==> src/rtl/mcdb_pkg.sv <==
// Shared types and constants of the multichannel input debouncer.
package mcdb_pkg;

   // Fixed width of every channel bit field on the item ports.
   localparam int FIELD_WIDTH = 18;

   // Configuration port widths.
   localparam int CSR_INDEX_WIDTH = 4;
   localparam int CSR_DATA_WIDTH  = 18;

   // Filter threshold register width.
   localparam int THRESHOLD_WIDTH = 8;

   // Register indexes.
   typedef enum logic [CSR_INDEX_WIDTH-1:0] {
      CSR_FILTER_THRESHOLD   = 4'd0,
      CSR_REPORT_ENABLE_MASK = 4'd1
   } csr_index_type;

   // Reset values of the registers.
   localparam logic [THRESHOLD_WIDTH-1:0] THRESHOLD_RESET = 8'd10;
   localparam logic [FIELD_WIDTH-1:0]     REPORT_RESET    = '0;

   // What one lane hands to the merge stage for the current item.
   typedef struct packed {
      logic level;
      logic known;
      logic changed;
   } lane_status_type;

endpackage

==> src/rtl/mcdb_if.sv <==
// Channel interfaces: sample input, result output and configuration write.
interface mcdb_req_if;
   import mcdb_pkg::*;

   logic                   valid;
   logic                   ready;
   logic [FIELD_WIDTH-1:0] raw_samples;

   modport source (output valid, output raw_samples, input ready);
   modport sink   (input valid, input raw_samples, output ready);
endinterface

interface mcdb_rsp_if;
   import mcdb_pkg::*;

   logic                   valid;
   logic                   ready;
   logic [FIELD_WIDTH-1:0] debounced_levels;
   logic [FIELD_WIDTH-1:0] known_mask;
   logic [FIELD_WIDTH-1:0] changed_mask;
   logic [FIELD_WIDTH-1:0] report_mask;

   modport source (output valid, output debounced_levels, output known_mask,
                   output changed_mask, output report_mask, input ready);
   modport sink   (input valid, input debounced_levels, input known_mask,
                   input changed_mask, input report_mask, output ready);
endinterface

interface mcdb_csr_if;
   import mcdb_pkg::*;

   logic                       valid;
   logic                       ready;
   logic [CSR_INDEX_WIDTH-1:0] index;
   logic [CSR_DATA_WIDTH-1:0]  data;

   modport source (output valid, output index, output data, input ready);
   modport sink   (input valid, input index, input data, output ready);
endinterface

==> src/rtl/mcdb_lane.sv <==
// One debounce lane: previous sample, stability counter and filtered level.
module mcdb_lane #(
   parameter int COUNT_WIDTH = 8
) (
   input  logic                             clock,
   input  logic                             reset,
   input  logic                             load,
   input  logic                             sample,
   input  logic [COUNT_WIDTH-1:0]           threshold,
   output mcdb_pkg::lane_status_type        status
);
   import mcdb_pkg::*;

   logic                   prev_sample_ff, prev_sample_in;
   logic                   prev_valid_ff, prev_valid_in;
   logic [COUNT_WIDTH-1:0] count_ff, count_in;
   logic                   level_ff, level_in;
   logic                   known_ff, known_in;
   logic                   changed;
   logic                   same;
   logic [COUNT_WIDTH-1:0] count_inc;

   assign same      = prev_valid_ff && (prev_sample_ff == sample);
   assign count_inc = count_ff + COUNT_WIDTH'(1);

   always_comb begin
      prev_sample_in = sample;
      prev_valid_in  = 1'b1;
      count_in       = count_ff;
      level_in       = level_ff;
      known_in       = known_ff;
      changed        = 1'b0;
      if (same) begin
         if (count_ff < threshold) begin
            count_in = count_inc;
            if ((count_inc == threshold) && (!known_ff || (level_ff != sample))) begin
               level_in = sample;
               known_in = 1'b1;
               changed  = 1'b1;
            end
         end else begin
            // saturated, also after the threshold was lowered
            count_in = threshold;
         end
      end else begin
         count_in = '0;
      end
   end

   always_ff @(posedge clock) begin
      if (reset) begin
         prev_sample_ff <= 1'b0;
         prev_valid_ff  <= 1'b0;
         count_ff       <= '0;
         level_ff       <= 1'b0;
         known_ff       <= 1'b0;
      end else if (load) begin
         prev_sample_ff <= prev_sample_in;
         prev_valid_ff  <= prev_valid_in;
         count_ff       <= count_in;
         level_ff       <= level_in;
         known_ff       <= known_in;
      end
   end

   assign status.level   = level_in & known_in;
   assign status.known   = known_in;
   assign status.changed = changed;

endmodule

==> src/rtl/mcdb_merge.sv <==
// Merge stage: packs lane results into masks and holds the output item.
module mcdb_merge #(
   parameter int CHANNELS = 18
) (
   input  logic                                      clock,
   input  logic                                      reset,
   input  logic                                      load,
   input  mcdb_pkg::lane_status_type [CHANNELS-1:0]  status,
   input  logic [mcdb_pkg::FIELD_WIDTH-1:0]          report_enable,
   mcdb_rsp_if.source                                rsp
);
   import mcdb_pkg::*;

   logic                   valid_ff, valid_in;
   logic [FIELD_WIDTH-1:0] levels_ff, levels_in;
   logic [FIELD_WIDTH-1:0] known_ff, known_in;
   logic [FIELD_WIDTH-1:0] changed_ff, changed_in;
   logic [FIELD_WIDTH-1:0] report_ff, report_in;

   // channels above the field width drop out, missing channels read as 0
   for (genvar j = 0; j < FIELD_WIDTH; j++) begin : g_bit
      if (j < CHANNELS) begin : g_lane
         assign levels_in[j]  = status[j].level;
         assign known_in[j]   = status[j].known;
         assign changed_in[j] = status[j].changed;
      end else begin : g_none
         assign levels_in[j]  = 1'b0;
         assign known_in[j]   = 1'b0;
         assign changed_in[j] = 1'b0;
      end
   end

   assign report_in = changed_in & report_enable;
   assign valid_in  = load || (valid_ff && !rsp.ready);

   always_ff @(posedge clock) begin
      if (reset) begin
         valid_ff <= 1'b0;
      end else begin
         valid_ff <= valid_in;
      end
   end

   always_ff @(posedge clock) begin
      if (load) begin
         levels_ff  <= levels_in;
         known_ff   <= known_in;
         changed_ff <= changed_in;
         report_ff  <= report_in;
      end
   end

   assign rsp.valid            = valid_ff;
   assign rsp.debounced_levels = levels_ff;
   assign rsp.known_mask       = known_ff;
   assign rsp.changed_mask     = changed_ff;
   assign rsp.report_mask      = report_ff;

endmodule

==> src/rtl/multichannel_input_debouncer.sv <==
// Multichannel input debouncer top level: config registers, lanes and merge stage.
// A result item is registered and appears in the cycle after its sample item is accepted.
// Throughput: one item per cycle; the output register takes a new item whenever
//   it is empty or its item is taken in the same cycle.
// Reset (synchronous, active high): all lane state cleared, threshold 10,
//   report mask 0, output register empty.
module multichannel_input_debouncer #(
   parameter int CHANNELS    = 18,
   parameter int COUNT_WIDTH = 8
) (
   input  logic       clock,
   input  logic       reset,
   mcdb_req_if.sink   req_ch,
   mcdb_rsp_if.source rsp_ch,
   mcdb_csr_if.sink   csr_ch
);
   import mcdb_pkg::*;

   // comparison width wide enough for both the register and the counter
   localparam int CMP_WIDTH = (COUNT_WIDTH > THRESHOLD_WIDTH) ? COUNT_WIDTH : THRESHOLD_WIDTH;
   localparam logic [CMP_WIDTH-1:0] COUNT_MAX = CMP_WIDTH'((64'd1 << COUNT_WIDTH) - 64'd1);

   // configuration registers
   logic [THRESHOLD_WIDTH-1:0] threshold_ff, threshold_in;
   logic [FIELD_WIDTH-1:0]     report_en_ff, report_en_in;
   logic                       csr_write;

   // datapath control
   logic                       accept;
   logic [CMP_WIDTH-1:0]       threshold_wide;
   logic [COUNT_WIDTH-1:0]     threshold_eff;
   lane_status_type [CHANNELS-1:0] status;

   // ---------------------------------------------------------------------
   // Configuration port: always ready; writes to unknown indexes are dropped
   // ---------------------------------------------------------------------
   assign csr_ch.ready = 1'b1;
   assign csr_write    = csr_ch.valid && csr_ch.ready;

   always_comb begin
      threshold_in = threshold_ff;
      report_en_in = report_en_ff;
      if (csr_write) begin
         case (csr_ch.index)
            CSR_FILTER_THRESHOLD:   threshold_in = csr_ch.data[THRESHOLD_WIDTH-1:0];
            CSR_REPORT_ENABLE_MASK: report_en_in = csr_ch.data[FIELD_WIDTH-1:0];
            default: ;
         endcase
      end
   end

   always_ff @(posedge clock) begin
      if (reset) begin
         threshold_ff <= THRESHOLD_RESET;
         report_en_ff <= REPORT_RESET;
      end else begin
         threshold_ff <= threshold_in;
         report_en_ff <= report_en_in;
      end
   end

   // ---------------------------------------------------------------------
   // Effective threshold: clamp to what the counter can hold.
   // A zero threshold keeps every counter at zero, so nothing is adopted.
   // ---------------------------------------------------------------------
   assign threshold_wide = CMP_WIDTH'(threshold_ff);
   assign threshold_eff  = (threshold_wide < COUNT_MAX) ?
                           threshold_wide[COUNT_WIDTH-1:0] : COUNT_MAX[COUNT_WIDTH-1:0];

   // ---------------------------------------------------------------------
   // Handshake: the output register decouples the two sides, so a new item
   // enters while the last result is being taken.
   // ---------------------------------------------------------------------
   assign req_ch.ready = !rsp_ch.valid || rsp_ch.ready;
   assign accept       = req_ch.valid && req_ch.ready;

   // ---------------------------------------------------------------------
   // One lane per channel; channels past the field width see a 0 sample
   // ---------------------------------------------------------------------
   for (genvar i = 0; i < CHANNELS; i++) begin : g_lane
      logic sample;
      if (i < FIELD_WIDTH) begin : g_pin
         assign sample = req_ch.raw_samples[i];
      end else begin : g_tied
         assign sample = 1'b0;
      end

      mcdb_lane #(
         .COUNT_WIDTH (COUNT_WIDTH)
      ) u_lane (
         .clock     (clock),
         .reset     (reset),
         .load      (accept),
         .sample    (sample),
         .threshold (threshold_eff),
         .status    (status[i])
      );
   end

   // ---------------------------------------------------------------------
   // Merge lanes into the result item
   // ---------------------------------------------------------------------
   mcdb_merge #(
      .CHANNELS (CHANNELS)
   ) u_merge (
      .clock         (clock),
      .reset         (reset),
      .load          (accept),
      .status        (status),
      .report_enable (report_en_ff),
      .rsp           (rsp_ch)
   );

   // ---------------------------------------------------------------------
   // Assertions
   // ---------------------------------------------------------------------
   // an accepted item always shows up as a result in the next cycle
   a_accept_to_result: assert property (@(posedge clock) disable iff (reset)
      accept |=> rsp_ch.valid)
      else $error("accepted item did not produce a result");

   // a stalled result blocks new input
   a_stall_blocks_input: assert property (@(posedge clock) disable iff (reset)
      (rsp_ch.valid && !rsp_ch.ready) |-> !req_ch.ready)
      else $error("input accepted while result stalled");

   // reports are a subset of changes, changes a subset of known channels
   a_report_subset: assert property (@(posedge clock) disable iff (reset)
      rsp_ch.valid |-> (((rsp_ch.report_mask & ~rsp_ch.changed_mask) == '0) &&
                        ((rsp_ch.changed_mask & ~rsp_ch.known_mask) == '0)))
      else $error("report or change mask outside its superset");

   // a threshold write lands in the register
   a_threshold_write: assert property (@(posedge clock) disable iff (reset)
      (csr_write && (csr_ch.index == CSR_FILTER_THRESHOLD)) |=>
         (threshold_ff == $past(csr_ch.data[THRESHOLD_WIDTH-1:0])))
      else $error("threshold write lost");

endmodule

==> src/flat_wrapper.sv <==
// flat-port wrapper written by rule: the top's interface ports become plain ports
module multichannel_input_debouncer_flat import mcdb_pkg::*;
#(
   parameter int CHANNELS    = 18,
   parameter int COUNT_WIDTH = 8
)
  (clock, reset, req_ch_valid, req_ch_raw_samples, req_ch_ready, rsp_ch_valid, rsp_ch_debounced_levels, rsp_ch_known_mask, rsp_ch_changed_mask, rsp_ch_report_mask, rsp_ch_ready, csr_ch_valid, csr_ch_index, csr_ch_data, csr_ch_ready);
  mcdb_req_if req_ch_i ();
  mcdb_rsp_if rsp_ch_i ();
  mcdb_csr_if csr_ch_i ();
  input  logic clock;
  input  logic reset;
  input wire logic [$bits(req_ch_i.valid)-1:0] req_ch_valid;
  input wire logic [$bits(req_ch_i.raw_samples)-1:0] req_ch_raw_samples;
  output wire logic [$bits(req_ch_i.ready)-1:0] req_ch_ready;
  output wire logic [$bits(rsp_ch_i.valid)-1:0] rsp_ch_valid;
  output wire logic [$bits(rsp_ch_i.debounced_levels)-1:0] rsp_ch_debounced_levels;
  output wire logic [$bits(rsp_ch_i.known_mask)-1:0] rsp_ch_known_mask;
  output wire logic [$bits(rsp_ch_i.changed_mask)-1:0] rsp_ch_changed_mask;
  output wire logic [$bits(rsp_ch_i.report_mask)-1:0] rsp_ch_report_mask;
  input wire logic [$bits(rsp_ch_i.ready)-1:0] rsp_ch_ready;
  input wire logic [$bits(csr_ch_i.valid)-1:0] csr_ch_valid;
  input wire logic [$bits(csr_ch_i.index)-1:0] csr_ch_index;
  input wire logic [$bits(csr_ch_i.data)-1:0] csr_ch_data;
  output wire logic [$bits(csr_ch_i.ready)-1:0] csr_ch_ready;
  assign req_ch_i.valid = req_ch_valid;
  assign req_ch_i.raw_samples = req_ch_raw_samples;
  assign req_ch_ready = req_ch_i.ready;
  assign rsp_ch_valid = rsp_ch_i.valid;
  assign rsp_ch_debounced_levels = rsp_ch_i.debounced_levels;
  assign rsp_ch_known_mask = rsp_ch_i.known_mask;
  assign rsp_ch_changed_mask = rsp_ch_i.changed_mask;
  assign rsp_ch_report_mask = rsp_ch_i.report_mask;
  assign rsp_ch_i.ready = rsp_ch_ready;
  assign csr_ch_i.valid = csr_ch_valid;
  assign csr_ch_i.index = csr_ch_index;
  assign csr_ch_i.data = csr_ch_data;
  assign csr_ch_ready = csr_ch_i.ready;
  multichannel_input_debouncer #(.CHANNELS(CHANNELS), .COUNT_WIDTH(COUNT_WIDTH)) u_core (.clock(clock), .reset(reset), .req_ch(req_ch_i), .rsp_ch(rsp_ch_i), .csr_ch(csr_ch_i));
endmodule
==> config.mk <==
export PLATFORM = sky130hd
export DESIGN_NAME = multichannel_input_debouncer_flat
export DESIGN_NICKNAME = d
export VERILOG_FILES = /design/src/rtl/mcdb_pkg.sv /design/src/rtl/mcdb_if.sv /design/src/rtl/mcdb_lane.sv /design/src/rtl/mcdb_merge.sv /design/src/rtl/multichannel_input_debouncer.sv /design/src/flat_wrapper.sv
export SDC_FILE = /design/constraint.sdc
export NUM_CORES = 1
export LEC_CHECK = 0
export ABC_AREA = 1
export BUFFER_PORTS_ARGS = -buffer_cell sky130_fd_sc_hd__buf_2
export CAP_MARGIN = 20
export CORE_MARGIN = 5
export CORE_UTILIZATION = 40
export DETAILED_ROUTE_END_ITERATION = 6
export GPL_TIMING_DRIVEN = 0
export MAX_ROUTING_LAYER = met4
export PLACE_DENSITY_LB_ADDON = 0.1
export RECOVER_POWER = 100
export SYNTH_ARGS = -nofsm -noshare
export SYNTH_HDL_FRONTEND = slang
export SYNTH_SLANG_ARGS = --single-unit
==> constraint.sdc <==
create_clock -name clock -period 3.9 [get_ports clock]
set_input_delay 0 -clock clock [delete_from_list [all_inputs] [get_ports clock]]
set_output_delay 0 -clock clock [all_outputs]
set_load 0.02 [all_outputs]
==> key figures, run 1 <==
Hold path
  – Hold Crit Class: in -> reg
  – Hold_sp: csr_ch_valid

Timing
  – Crit path time final: 3.74 ns
  – RSZ-0062 raised after global routing: no
  – Final period util: 0.960
  – Fin Clk Skew: 0.0196 ns
  – Final Hold Fails: 0
  – Final setup violation count: 0
  – Final count of pins violating max slew: 80
  – Maximum clock frequency: 0.267 GHz
  – Worst-margin pin slew: 1.84 ns
  – Fin Hold WS: 0.0777 ns
  – Slew margin rel.: -0.228

Placement
  – Placed Cells: 3954
  – DP HPWL: 55500 µm
  – I/O Buffers: 118
  – GP Congestion: 0.940
  – Area post-placement: 0.0227 mm²

Synthesis
  – Post-synth EDFFs: 72
  – Synth Area in XOR/XNOR: 0.0164
  – Syn_area_per_cell: 6.74 µm²
  – Synth Area in Compound Gates: 0.158
  – Synth Instances: 3144
  – Post-Synth Simple-Gate Area: 0.328
  – Area leader, netlist: dfxtp_1
  – #FFs+latches synth: 298
  – Largest family of logic cells by synthesized area: simple AND/OR/NAND/NOR gates
  – Mux contribution to synthesized area: 0
  – Synth cell types: 42
  – Sequential area share after synthesis: 0.315
  – Post-synthesis adder-cell area fraction: 0.0956
  – Top post-synthesis cells by area: dfxtp_1 (21%), nand2_1 (18%), edfxtp_1 (10%)
  – Async set or reset register ratio after synthesis: 0
  – Synth Warn #: 0
  – Top_reg_cell synth: dfxtp_1
  – Post-synthesis net count: 3351
  – Synthesized area: 0.0212 mm²
  – Top-area cell type share of the netlist area: 0.213

Setup path
  – Crit-path max cell delay: 0.63 ns
  – CP endpoint kind: register
  – Crit-path max FO: 27
  – Critical path arrival: 4.10 ns
  – Worst path required time: 4.26 ns
  – CP Buf/Inv Count: 4
  – Worst path top cell family by delay: buffers and inverters
  – Critical Path, Cell by Cell: inv_2 > buf_4 > ha_1 > a21oi_1 > o21a_1 > nand2_1 > inv_1 > buf_2 > nand4_1 > nor3_1
  – Cell at the slowest stage of the critical path: buf_4
  – Setup CP Type: reg -> reg
  – Worst setup SP type: register
  – Crit path launch: u_core.threshold_ff[5]$_SDFFE_PP0P_
  – RR Startpoint: u_core.threshold_ff[5]$_SDFFE_PP0P_

CTS
  – CTS tree: built
  – Clock Path Buffers: 3
  – Number of setup buffers added after CTS: 0
  – Num CTS Buffers: 38
  – Root Driver: clkbuf_16
  – H-tree depth: 2
  – Clock Latency Late Sink: 0.57 ns
  – Clock Pin Slew Worst Setup and Hold Paths: 0.06 ns
  – Clk sinks: 298

Route
  – DRC: 0
  – Routed vias: 22200
  – Pre-antenna DRT Iters: 6
  – Initial drt markers: 2208
  – Vias/cell: 5.47
  – Routed Antenna Nets: 0
  – Total Wirelength: 80200 µm
  – WL/cell: 19.7 µm

Final layout
  – Share of layout cells above drive strength 1: 0.0613
  – Register area: 0.00669 mm²
  – Footprint of the multi-input gates: 0.0125 mm²
  – Number of fill cells: 5340
  – Fin cells: 4065
  – Area grow syn2layout: 14.4%
  – Commonest cells after routing, fill and taps aside: nand2_1 (1004), inv_1 (342), a21oi_1 (291)
  – Final-stage net count: 3558
  – Fin area: 0.0243 mm²
  – Commonest non-fill, non-tap cell in the layout: nand2_1

Global routing
  – Grt ovf: 0
  – Largest net degree at the start of global routing: 80
  – GRT Util Overall: 0.277
  – Initial antenna violation count: 0
  – First-pass GRT wire length: 120000 µm
  – Vias in the first global route: 20300

Outcome
  – Status: complete, but fails checks
  – Failing checks: max-capacitance violations, max-slew violations

Power
  – Pwr Density: 317 mW/mm²
  – Total chip power: 7.69 mW
  – Maximum VDD drop: 0.259 mV
  – Leakage power: 10.5 nW

Die
  – IO Count: 120
  – Chip height: 240 µm
  – Starting Density: 0.403
  – Total Die Area: 0.0577 mm²
  – Core Rows: 84
  – Core area: 0.0526 mm²
  – Die width: 240 µm

Flow run
  – Number of max-cap violations: 1
tightest hold or removal path: cells and delay by family:
family / cells / cell delay, ns
AO/OA/AOI/OAI: 2 / 0.23
AND/OR/NAND/NOR: 1 / 0.27
buffers and inverters: 1 / 0.10
cell usage after synthesis (all sizes together), types with 18 or more instances:
library cell	number
nand2	1006
inv	348
a21oi	293
nor2	271
nand3	250
dfxtp	226
ha	162
o211ai	144
o21ai	106
edfxtp	72
clkbuf	68
buf	46
nand4	35
nor3	34
o21a	18
logic make-up after synthesis:
kind of cell	Yosys count
simple gates	1618
compound gates	577
buf+inv	464
flops	298
fa+ha+maj	162
xor+xnor	24
other cells	1
metrics by stage:
stage	setup WS, ns	setup TNS [ns]	utilization
5_1_grt	0.0614	0	0.461
3_3_place_gp	-1.37	-224.64	0.431
6_report	0.157	0	0.462
2_1_floorplan	0.535	0	-
4_1_cts	0.219	0	0.466
3_5_place_dp	-0.103	-0.143	0.433
state kept, by name (all words and copies together) (netlist names):
| signal | count |
|---|---|
| u_core.g_lane.u_lane.prev_sample_ff | 18 |
| u_core.u_merge.rsp.debounced_levels | 18 |
| u_core.g_lane.u_lane.count_ff | 144 |
| u_core.report_en_ff | 18 |
| u_core.g_lane.u_lane.level_ff | 18 |
| u_core.threshold_ff | 8 |
| u_core.g_lane.u_lane.known_ff | 18 |
| u_core.u_merge.rsp.report_mask | 18 |
| u_core.u_merge.rsp.changed_mask | 18 |
| u_core.u_merge.rsp.valid | 1 |
| u_core.u_merge.rsp.known_mask | 18 |
| u_core.g_lane.u_lane.prev_valid_ff | 1 |
what timing repair did:
action,4_1_cts,5_1_grt
setup endpoints to repair,2,0
hold buffers,44,0
endpoints found under the hold margin,102,0
resized for setup,2,0
routing by layer:
| layer | vias up | share of wire | global-route usage |
|---|---|---|---|
| met2 | 910 | 0.44 | 0.433 |
| met4 | 0 | 0.034 | 0.0896 |
| met1 | 10300 | 0.44 | 0.365 |
| met3 | 164 | 0.087 | 0.0500 |
| met5 | - | 0 | - |
| li1 | 10900 | - | - |
report_power, final:
group          internal [mW]  switching (mW)  leakage (nW)
Clock                   2.27            1.46         0.617
Combinational          0.184           0.522          7.31
Sequential              3.23          0.0302          2.56
Total                   5.68            2.01          10.5
cell type report:
cell class / instances / share of cell area
Tap cell: 688 / 0.0355
Buffer: 113 / 0.0212
Clock buffer: 52 / 0.0431
Multi-Input combinational cell: 2382 / 0.517
Clock inverter: 13 / 0.00960
Timing Repair Buffer: 168 / 0.0435
Antenna cell: 1 / 0.000103
Sequential cell: 298 / 0.276
Inverter: 350 / 0.0543
final timing paths:
| kind | to | slack, ns | cells past startpoint |
|---|---|---|---|
| setup / recovery | u_core.u_merge.rsp.report_mask[0]$_DFFE_PP_ | 0.16 | 10 |
| setup reg to reg | u_core.u_merge.rsp.report_mask[0]$_DFFE_PP_ | 0.16 | 10 |
| hold reg to reg | u_core.report_en_ff[5]$_SDFFE_PP0P_ | 0.46 | 2 |
| hold / removal | u_core.report_en_ff[4]$_SDFFE_PP0P_ | 0.08 | 4 |
Note: power is estimated with default switching activity, not from simulation.
==> run 2, diff against run 1 <==
==> constraint.sdc (replaced) <==
create_clock -name clock -period 3.9 [get_ports clock]
set_input_delay 0.78 -clock clock [delete_from_list [all_inputs] [get_ports clock]]
set_output_delay 0.78 -clock clock [all_outputs]
set_load 0.02 [all_outputs]
==> run 2 against run 1 <==
Against the previous run: the flow still finishes with violations (max-capacitance violations, max-slew violations); clock power about the same; clock-buffer cell count unchanged; setup slack got worse by 0.065 ns; fmax decreased by 1.7%; critical path type unchanged; non-clock buffer count decreased by 44; register-to-register slack got worse by 0.06 ns; sequential share of layout area increased by 0.51 points; die area unchanged; sequential power about the same; flip-flop and latch count unchanged; global-route usage decreased by 0.098 points; final cell count decreased by 1.1%.
==> key figures, run 2 (synthesis results as in run 1) <==
Timing
  – Final Hold Fails: 0 (unchanged)
  – Final period util: 0.976 (was 0.960)
  – Final count of pins violating max slew: 80 (unchanged)
  – TNS Setup: 0 ns (unchanged)
  – Worst-margin pin slew: 1.83 ns (was 1.84 ns)
  – Fin Hold WS: 0.456 ns (was 0.0777 ns)
  – Fin Clk Skew: 0.0199 ns (was 0.0196 ns)
  – Slew margin rel.: -0.219 (was -0.228)
  – Final setup violation count: 0 (unchanged)
  – Crit path time final: 3.81 ns (was 3.74 ns)
  – RSZ-0062 raised after global routing: no (unchanged)
  – Maximum clock frequency: 0.263 GHz (was 0.267 GHz)

Setup path
  – Crit-path max FO: 27 (unchanged)
  – Crit-path max cell delay: 0.74 ns (was 0.63 ns)
  – Cell at the slowest stage of the critical path: dfxtp_1 (was buf_4)
  – R2R depth: 11 (was 10)
  – Critical Path Most Common Cell: nand2_1
  – R2r setup slk: 0.09 ns (was 0.16 ns)
  – Reg-to-reg endpoint: u_core.u_merge.rsp.report_mask[0]$_DFFE_PP_ (unchanged)
  – CP endpoint kind: register (unchanged)
  – Setup CP Type: reg -> reg (unchanged)
  – Worst setup SP type: register (unchanged)
  – Worst path required time: 4.25 ns (was 4.26 ns)
  – Crit path to: u_core.u_merge.rsp.report_mask[0]$_DFFE_PP_ (unchanged)
  – Critical path arrival: 4.16 ns (was 4.10 ns)
  – Crit path launch: u_core.threshold_ff[3]$_SDFFE_PP1P_ (was u_core.threshold_ff[5]$_SDFFE_PP0P_)
  – Critical Path, Cell by Cell: inv_2 > buf_4 > ha_1 > a21oi_1 > o21ai_0 > nand2_1 > nand2_1 > inv_1 > buf_2 > nand4_1 > nor3_1 (was inv_2 > buf_4 > ha_1 > a21oi_1 > o21a_1 > nand2_1 > inv_1 > buf_2 > nand4_1 > nor3_1)
  – RR Startpoint: u_core.threshold_ff[3]$_SDFFE_PP1P_ (was u_core.threshold_ff[5]$_SDFFE_PP0P_)

Placement
  – GP Congestion: 0.940 (unchanged)
  – DP HPWL: 55500 µm (unchanged)
  – I/O Buffers: 118 (unchanged)

Route
  – WL/cell: 19.8 µm (was 19.7 µm)
  – Total Wirelength: 79700 µm (was 80200 µm)
  – Vias/cell: 5.46 (was 5.47)
  – Initial drt markers: 2241 (was 2208)
  – Routed Antenna Nets: 0 (unchanged)
  – Pre-antenna DRT Iters: 5 (was 6)
  – DRC: 0 (unchanged)
  – Routed vias: 22000 (was 22200)

CTS
  – Clock Pin Slew Worst Setup and Hold Paths: 0.06 ns (about the same)
  – Num CTS Buffers: 38 (unchanged)
  – Clock Latency Late Sink: 0.57 ns (about the same)
  – Clk sinks: 298 (unchanged)
  – Clock Path Buffers: 3 (unchanged)
  – Root Driver: clkbuf_16 (unchanged)
  – H-tree depth: 2 (unchanged)
  – CTS tree: built (unchanged)

Die
  – IO Count: 120 (unchanged)
  – Starting Density: 0.403 (unchanged)
  – Chip height: 240 µm (unchanged)
  – Total Die Area: 0.0577 mm² (unchanged)
  – Die width: 240 µm (unchanged)
  – Core area: 0.0526 mm² (unchanged)
  – Core Rows: 84 (unchanged)

Final layout
  – Final-stage net count: 3514 (was 3558)
  – Commonest cells after routing, fill and taps aside: nand2_1 (1004), inv_1 (342), a21oi_1 (291) (unchanged)
  – Commonest non-fill, non-tap cell in the layout: nand2_1 (unchanged)
  – Max reg flops: 144 (unchanged)
  – Area grow syn2layout: 12.3% (was 14.4%)
  – Largest Register: u_core.g_lane.u_lane.count_ff (unchanged)
  – Share of layout cells above drive strength 1: 0.0621 (was 0.0613)

Power
  – Pwr Density: 322 mW/mm² (was 317 mW/mm²)
  – Leakage power: 10.3 nW (was 10.5 nW)
  – Maximum VDD drop: 0.259 mV (about the same)

Global routing
  – First-pass GRT wire length: 119000 µm (was 120000 µm)
  – GR met1 Demand/Resource: 0.365 (about the same)
  – Initial antenna violation count: 0 (unchanged)
  – Grt ovf: 0 (unchanged)
  – Grt met3 use: 0.0502 (was 0.0500)
  – Largest net degree at the start of global routing: 80 (unchanged)
  – GRT Util Overall: 0.276 (was 0.277)
  – Vias in the first global route: 20100 (was 20300)
  – Busiest grt layer: met2 (unchanged)
  – GR Util met2: 0.430 (was 0.433)

Outcome
  – Status: complete, but fails checks (unchanged)
  – Failing checks: max-capacitance violations, max-slew violations (unchanged)

Hold path
  – Hold Crit Class: reg -> reg (was in -> reg)

Flow run
  – Number of max-cap violations: 1 (unchanged)
-- run 2: final cells by class --
cell class	instances	area, µm²
Antenna cell	2	5.00
Buffer	113	513
Clock buffer	52	1040
Clock inverter	13	233
Fill cell	5381	28700
Inverter	350	1320
Multi-Input combinational cell	2382	12500
Sequential cell	298	6690
Tap cell	688	861
Timing Repair Buffer	124	614
-- run 2: power breakdown --
part / total [mW] / internal [mW] / leakage (nW) / switching [mW]
combinational: 0.671 / 0.156 / 7.14 / 0.515
clock: 3.73 / 2.27 / 0.617 / 1.46
sequential: 3.26 / 3.23 / 2.56 / 0.0300
total: 7.66 / 5.65 / 10.3 / 2.01
-- run 2: worst min path at each step --
stage / startpoint / to / slack (ns) / cells after the start
CTS: req_ch_valid / u_core.u_merge.rsp.valid$_SDFF_PP0_ / 0.45 / 3
finish: u_core.report_en_ff[5]$_SDFFE_PP0P_ / u_core.report_en_ff[5]$_SDFFE_PP0P_ / 0.46 / 2
floorplan: u_core.report_en_ff[0]$_SDFFE_PP0P_ / u_core.report_en_ff[0]$_SDFFE_PP0P_ / 0.43 / 2
global placement: u_core.report_en_ff[0]$_SDFFE_PP0P_ / u_core.report_en_ff[0]$_SDFFE_PP0P_ / 0.45 / 2
detailed placement: u_core.report_en_ff[5]$_SDFFE_PP0P_ / u_core.report_en_ff[5]$_SDFFE_PP0P_ / 0.45 / 2
global route: u_core.report_en_ff[5]$_SDFFE_PP0P_ / u_core.report_en_ff[5]$_SDFFE_PP0P_ / 0.49 / 2
-- run 2: routing by layer --
metal / wire length [µm] / vias to the layer above
li1: - / 10800
met1: 35400 / 10200
met2: 35100 / 827
met3: 6330 / 163
met4: 2870 / 0
met5: 0 / -
-- run 2: worst max-delay path: cells and delay by family, from the launching register on --
| family | cells | cell delay, ns |
|---|---|---|
| AO/OA/AOI/OAI | 2 | 0.30 |
| adder cells (fa/ha/maj) | 1 | 0.37 |
| buffers and inverters | 4 | 1.19 |
| flip-flops | 1 | 0.74 |
| AND/OR/NAND/NOR | 4 | 0.97 |
-- run 2: per-stage QoR --
stage | instance area (µm²) | total power [mW] | utilization | worst slack [ns] | instances
floorplan | 21200 | 3.69 | - | 0.203 | 3144
detailed placement | 22700 | 3.99 | 0.433 | -0.103 | 3954
global route | 23800 | 7.90 | 0.453 | 0.0614 | 4020
CTS | 24000 | 7.74 | 0.457 | 0.219 | 4018
global placement | 22600 | 3.98 | 0.431 | -1.54 | 3950
finish | 23800 | 7.66 | 0.453 | 0.0918 | 4022
-- run 2: what timing repair did --
| item | in CTS | in global routing |
|---|---|---|
| resized for setup | 2 | 0 |
| setup endpoints to repair | 2 | 0 |
| setup buffers | 0 | 0 |
| hold buffers | 0 | 0 |
==> run 3, diff against run 2 <==
--- a/config.mk
+++ b/config.mk
@@ -8,6 +8,8 @@
 export ABC_AREA = 1
 export BUFFER_PORTS_ARGS = -buffer_cell sky130_fd_sc_hd__buf_2
 export CAP_MARGIN = 20
+export CELL_PAD_IN_SITES_DETAIL_PLACEMENT = 1
+export CELL_PAD_IN_SITES_GLOBAL_PLACEMENT = 1
 export CORE_MARGIN = 5
 export CORE_UTILIZATION = 40
 export DETAILED_ROUTE_END_ITERATION = 6
==> run 3 against run 2 <==
Against the previous run: the run still ends with max-capacitance violations, max-slew violations left; wire length up 13%; highest routed layer unchanged; clock-buffer cell count up 3; largest power group unchanged; largest cell class unchanged; cell area up 0.88%.
==> key figures, run 3 (synthesis results as in run 1) <==
Final layout
  – Commonest cells after routing, fill and taps aside: nand2_1 (1004), inv_1 (342), a21oi_1 (291) (unchanged)
  – Area grow syn2layout: 13.3% (was 12.3%)
  – Commonest non-fill, non-tap cell in the layout: nand2_1 (unchanged)
  – Max reg flops: 144 (unchanged)
  – Share of layout cells above drive strength 1: 0.0651 (was 0.0621)
  – Largest Register: u_core.g_lane.u_lane.count_ff (unchanged)
  – Number of fill cells: 6968 (was 5381)
  – Layout Utilization: 0.457 (was 0.453)
  – Final-stage net count: 3526 (was 3514)
  – Fin area: 0.0240 mm² (was 0.0238 mm²)

Global routing
  – Largest net degree at the start of global routing: 80 (unchanged)
  – Vias in the first global route: 23200 (was 20100)
  – Grt met3 use: 0.0422 (was 0.0502)
  – GR Util met2: 0.517 (was 0.430)
  – Busiest grt layer: met2 (unchanged)
  – Grt ovf: 0 (unchanged)
  – Initial antenna violation count: 3 (was 0)
  – GR met1 Demand/Resource: 0.393 (was 0.365)
  – GRT Util Overall: 0.311 (was 0.276)
  – First-pass GRT wire length: 135000 µm (was 119000 µm)

Route
  – Vias/cell: 5.66 (was 5.46)
  – Initial drt markers: 1637 (was 2241)
  – Pre-antenna DRT Iters: 5 (unchanged)
  – DRC: 0 (unchanged)
  – Routed vias: 22800 (was 22000)
  – Routed Antenna Nets: 0 (unchanged)
  – Total Wirelength: 89900 µm (was 79700 µm)
  – WL/cell: 22.3 µm (was 19.8 µm)

CTS
  – Root Driver: clkbuf_16 (unchanged)
  – Clock Path Buffers: 3 (unchanged)
  – CTS tree: built (unchanged)
  – # hold bufs at CTS: 0 (unchanged)
  – Clk sinks: 298 (unchanged)
  – Num CTS Buffers: 39 (was 38)
  – H-tree depth: 2 (unchanged)
  – Clock Pin Slew Worst Setup and Hold Paths: 0.06 ns (about the same)
  – Number of setup buffers added after CTS: 0 (unchanged)
  – Clock Latency Late Sink: 0.59 ns (was 0.57 ns)

Timing
  – Final setup violation count: 0 (unchanged)
  – Crit path time final: 3.70 ns (was 3.81 ns)
  – Fin Clk Skew: 0.0257 ns (was 0.0199 ns)
  – Final period util: 0.949 (was 0.976)
  – Slew margin rel.: -0.242 (was -0.219)
  – Worst-margin pin slew: 1.86 ns (was 1.83 ns)
  – Maximum clock frequency: 0.270 GHz (was 0.263 GHz)
  – Final Hold Fails: 0 (unchanged)
  – Final count of pins violating max slew: 80 (unchanged)
  – RSZ-0062 raised after global routing: no (unchanged)

Die
  – Starting Density: 0.403 (unchanged)
  – Chip height: 240 µm (unchanged)
  – IO Count: 120 (unchanged)
  – Total Die Area: 0.0577 mm² (unchanged)
  – Core area: 0.0526 mm² (unchanged)
  – Die width: 240 µm (unchanged)
  – Core Rows: 84 (unchanged)

Power
  – Switch Pwr: 2.13 mW (was 2.01 mW)
  – Sequential Power Share: 0.418 (was 0.425)
  – Leakage power: 10.4 nW (was 10.3 nW)
  – Power share of the clock group: 0.490 (was 0.487)
  – P_int: 5.65 mW (about the same)
  – Maximum VDD drop: 0.273 mV (was 0.259 mV)
  – Logic pwr share: 0.091 (was 0.088)
  – Sw frac: 0.274 (was 0.262)
  – Total chip power: 7.78 mW (was 7.66 mW)
  – Pwr Density: 324 mW/mm² (was 322 mW/mm²)

Outcome
  – Status: complete, but fails checks (unchanged)
  – Failing checks: max-capacitance violations, max-slew violations (unchanged)

Setup path
  – Worst path required time: 4.24 ns (was 4.25 ns)
  – Crit-path max FO: 27 (unchanged)
  – Critical path arrival: 4.04 ns (was 4.16 ns)
  – Setup CP Type: reg -> reg (unchanged)
  – Worst setup SP type: register (unchanged)
  – CP endpoint kind: register (unchanged)
  – R2R depth: 12 (was 11)

Flow run
  – Number of max-cap violations: 1 (unchanged)

Placement
  – DP HPWL: 65200 µm (was 55500 µm)
  – Area post-placement: 0.0230 mm² (was 0.0227 mm²)
  – GP Congestion: 0.918 (was 0.940)
  – I/O Buffers: 118 (unchanged)

Hold path
  – Hold Crit Class: in -> reg (was reg -> reg)
  – Hold path cells: 3 (was 2)
## run 3: cell count changes in the layout (fill, tap and decap cells not counted), moves of 3 or more
cell / delta
buf_2: -9
inv_6: +3
buf_8: +8
clkbuf_1: +8
clkinv_2: +5
clkinv_1: -3
clkbuf_8: +6
## run 3: layout make-up
cell class	count	area (µm²)	area share
multi-input combinational	2382	12600	0.522
sequential	298	6690	0.278
inverter	350	1320	0.0548
clock buffer	55	1120	0.0465
tap	688	861	0.0358
timing repair buffer	134	791	0.0329
buffer	114	503	0.0209
clock inverter	16	196	0.00818
antenna	1	2.50	0.000104
## run 3: through the flow
step / instances / setup TNS, ns / setup slack (ns) / hold slack (ns)
after floorplan: 3144 / 0 / 0.203 / 0.431
after global placement: 3950 / -373.16 / -1.64 / 0.440
after detailed placement: 3966 / -0.0562 / -0.0562 / 0.450
after CTS: 4037 / 0 / 0.0686 / 0.425
after global routing: 4038 / 0 / 0.107 / 0.455
final: 4038 / 0 / 0.199 / 0.457
## run 3: repair_timing
item | 4_1_cts | 5_1_grt
resized for setup | 1 | 1
setup endpoints to repair | 1 | 5
cloned | 0 | 0
## run 3: power by group through the flow
stage	sequential, mW	combinational, mW	clock, mW
floorplan	3.36	0.335	0
global placement	3.32	0.682	0
detailed placement	3.32	0.714	0
CTS	3.25	0.718	3.87
global route	3.26	0.754	3.97
finish	3.26	0.709	3.82
## run 3: path summary, 6_finish.rpt
check	start	end	slack, ns
setup reg to reg	u_core.threshold_ff[3]$_SDFFE_PP1P_	u_core.u_merge.rsp.debounced_levels[17]$_DFFE_PP_	0.20
hold reg to reg	u_core.report_en_ff[13]$_SDFFE_PP0P_	u_core.report_en_ff[13]$_SDFFE_PP0P_	0.46
hold / removal	req_ch_valid	u_core.u_merge.rsp.valid$_SDFF_PP0_	0.46
setup / recovery	u_core.threshold_ff[3]$_SDFFE_PP1P_	u_core.u_merge.rsp.debounced_levels[17]$_DFFE_PP_	0.20
## run 3: metal layers
metal  up-vias  wire length [µm]
li1      10800                 -
met1     11200             38700
met2       608             42300
met3       168              5330
met4         0              3460
met5         -                 0
## run 3: worst max-delay path: stages (launching register included)
cell	delay, ns
dfxtp_1	0.43
inv_2	0.38
clkbuf_4	0.68
ha_1	0.38
a21oi_1	0.16
o21ai_0	0.11
nand2_1	0.07
nand2_1	0.16
inv_1	0.24
clkbuf_1	0.48
nand2_1	0.18
nand3_1	0.10
nand2_1	0.05
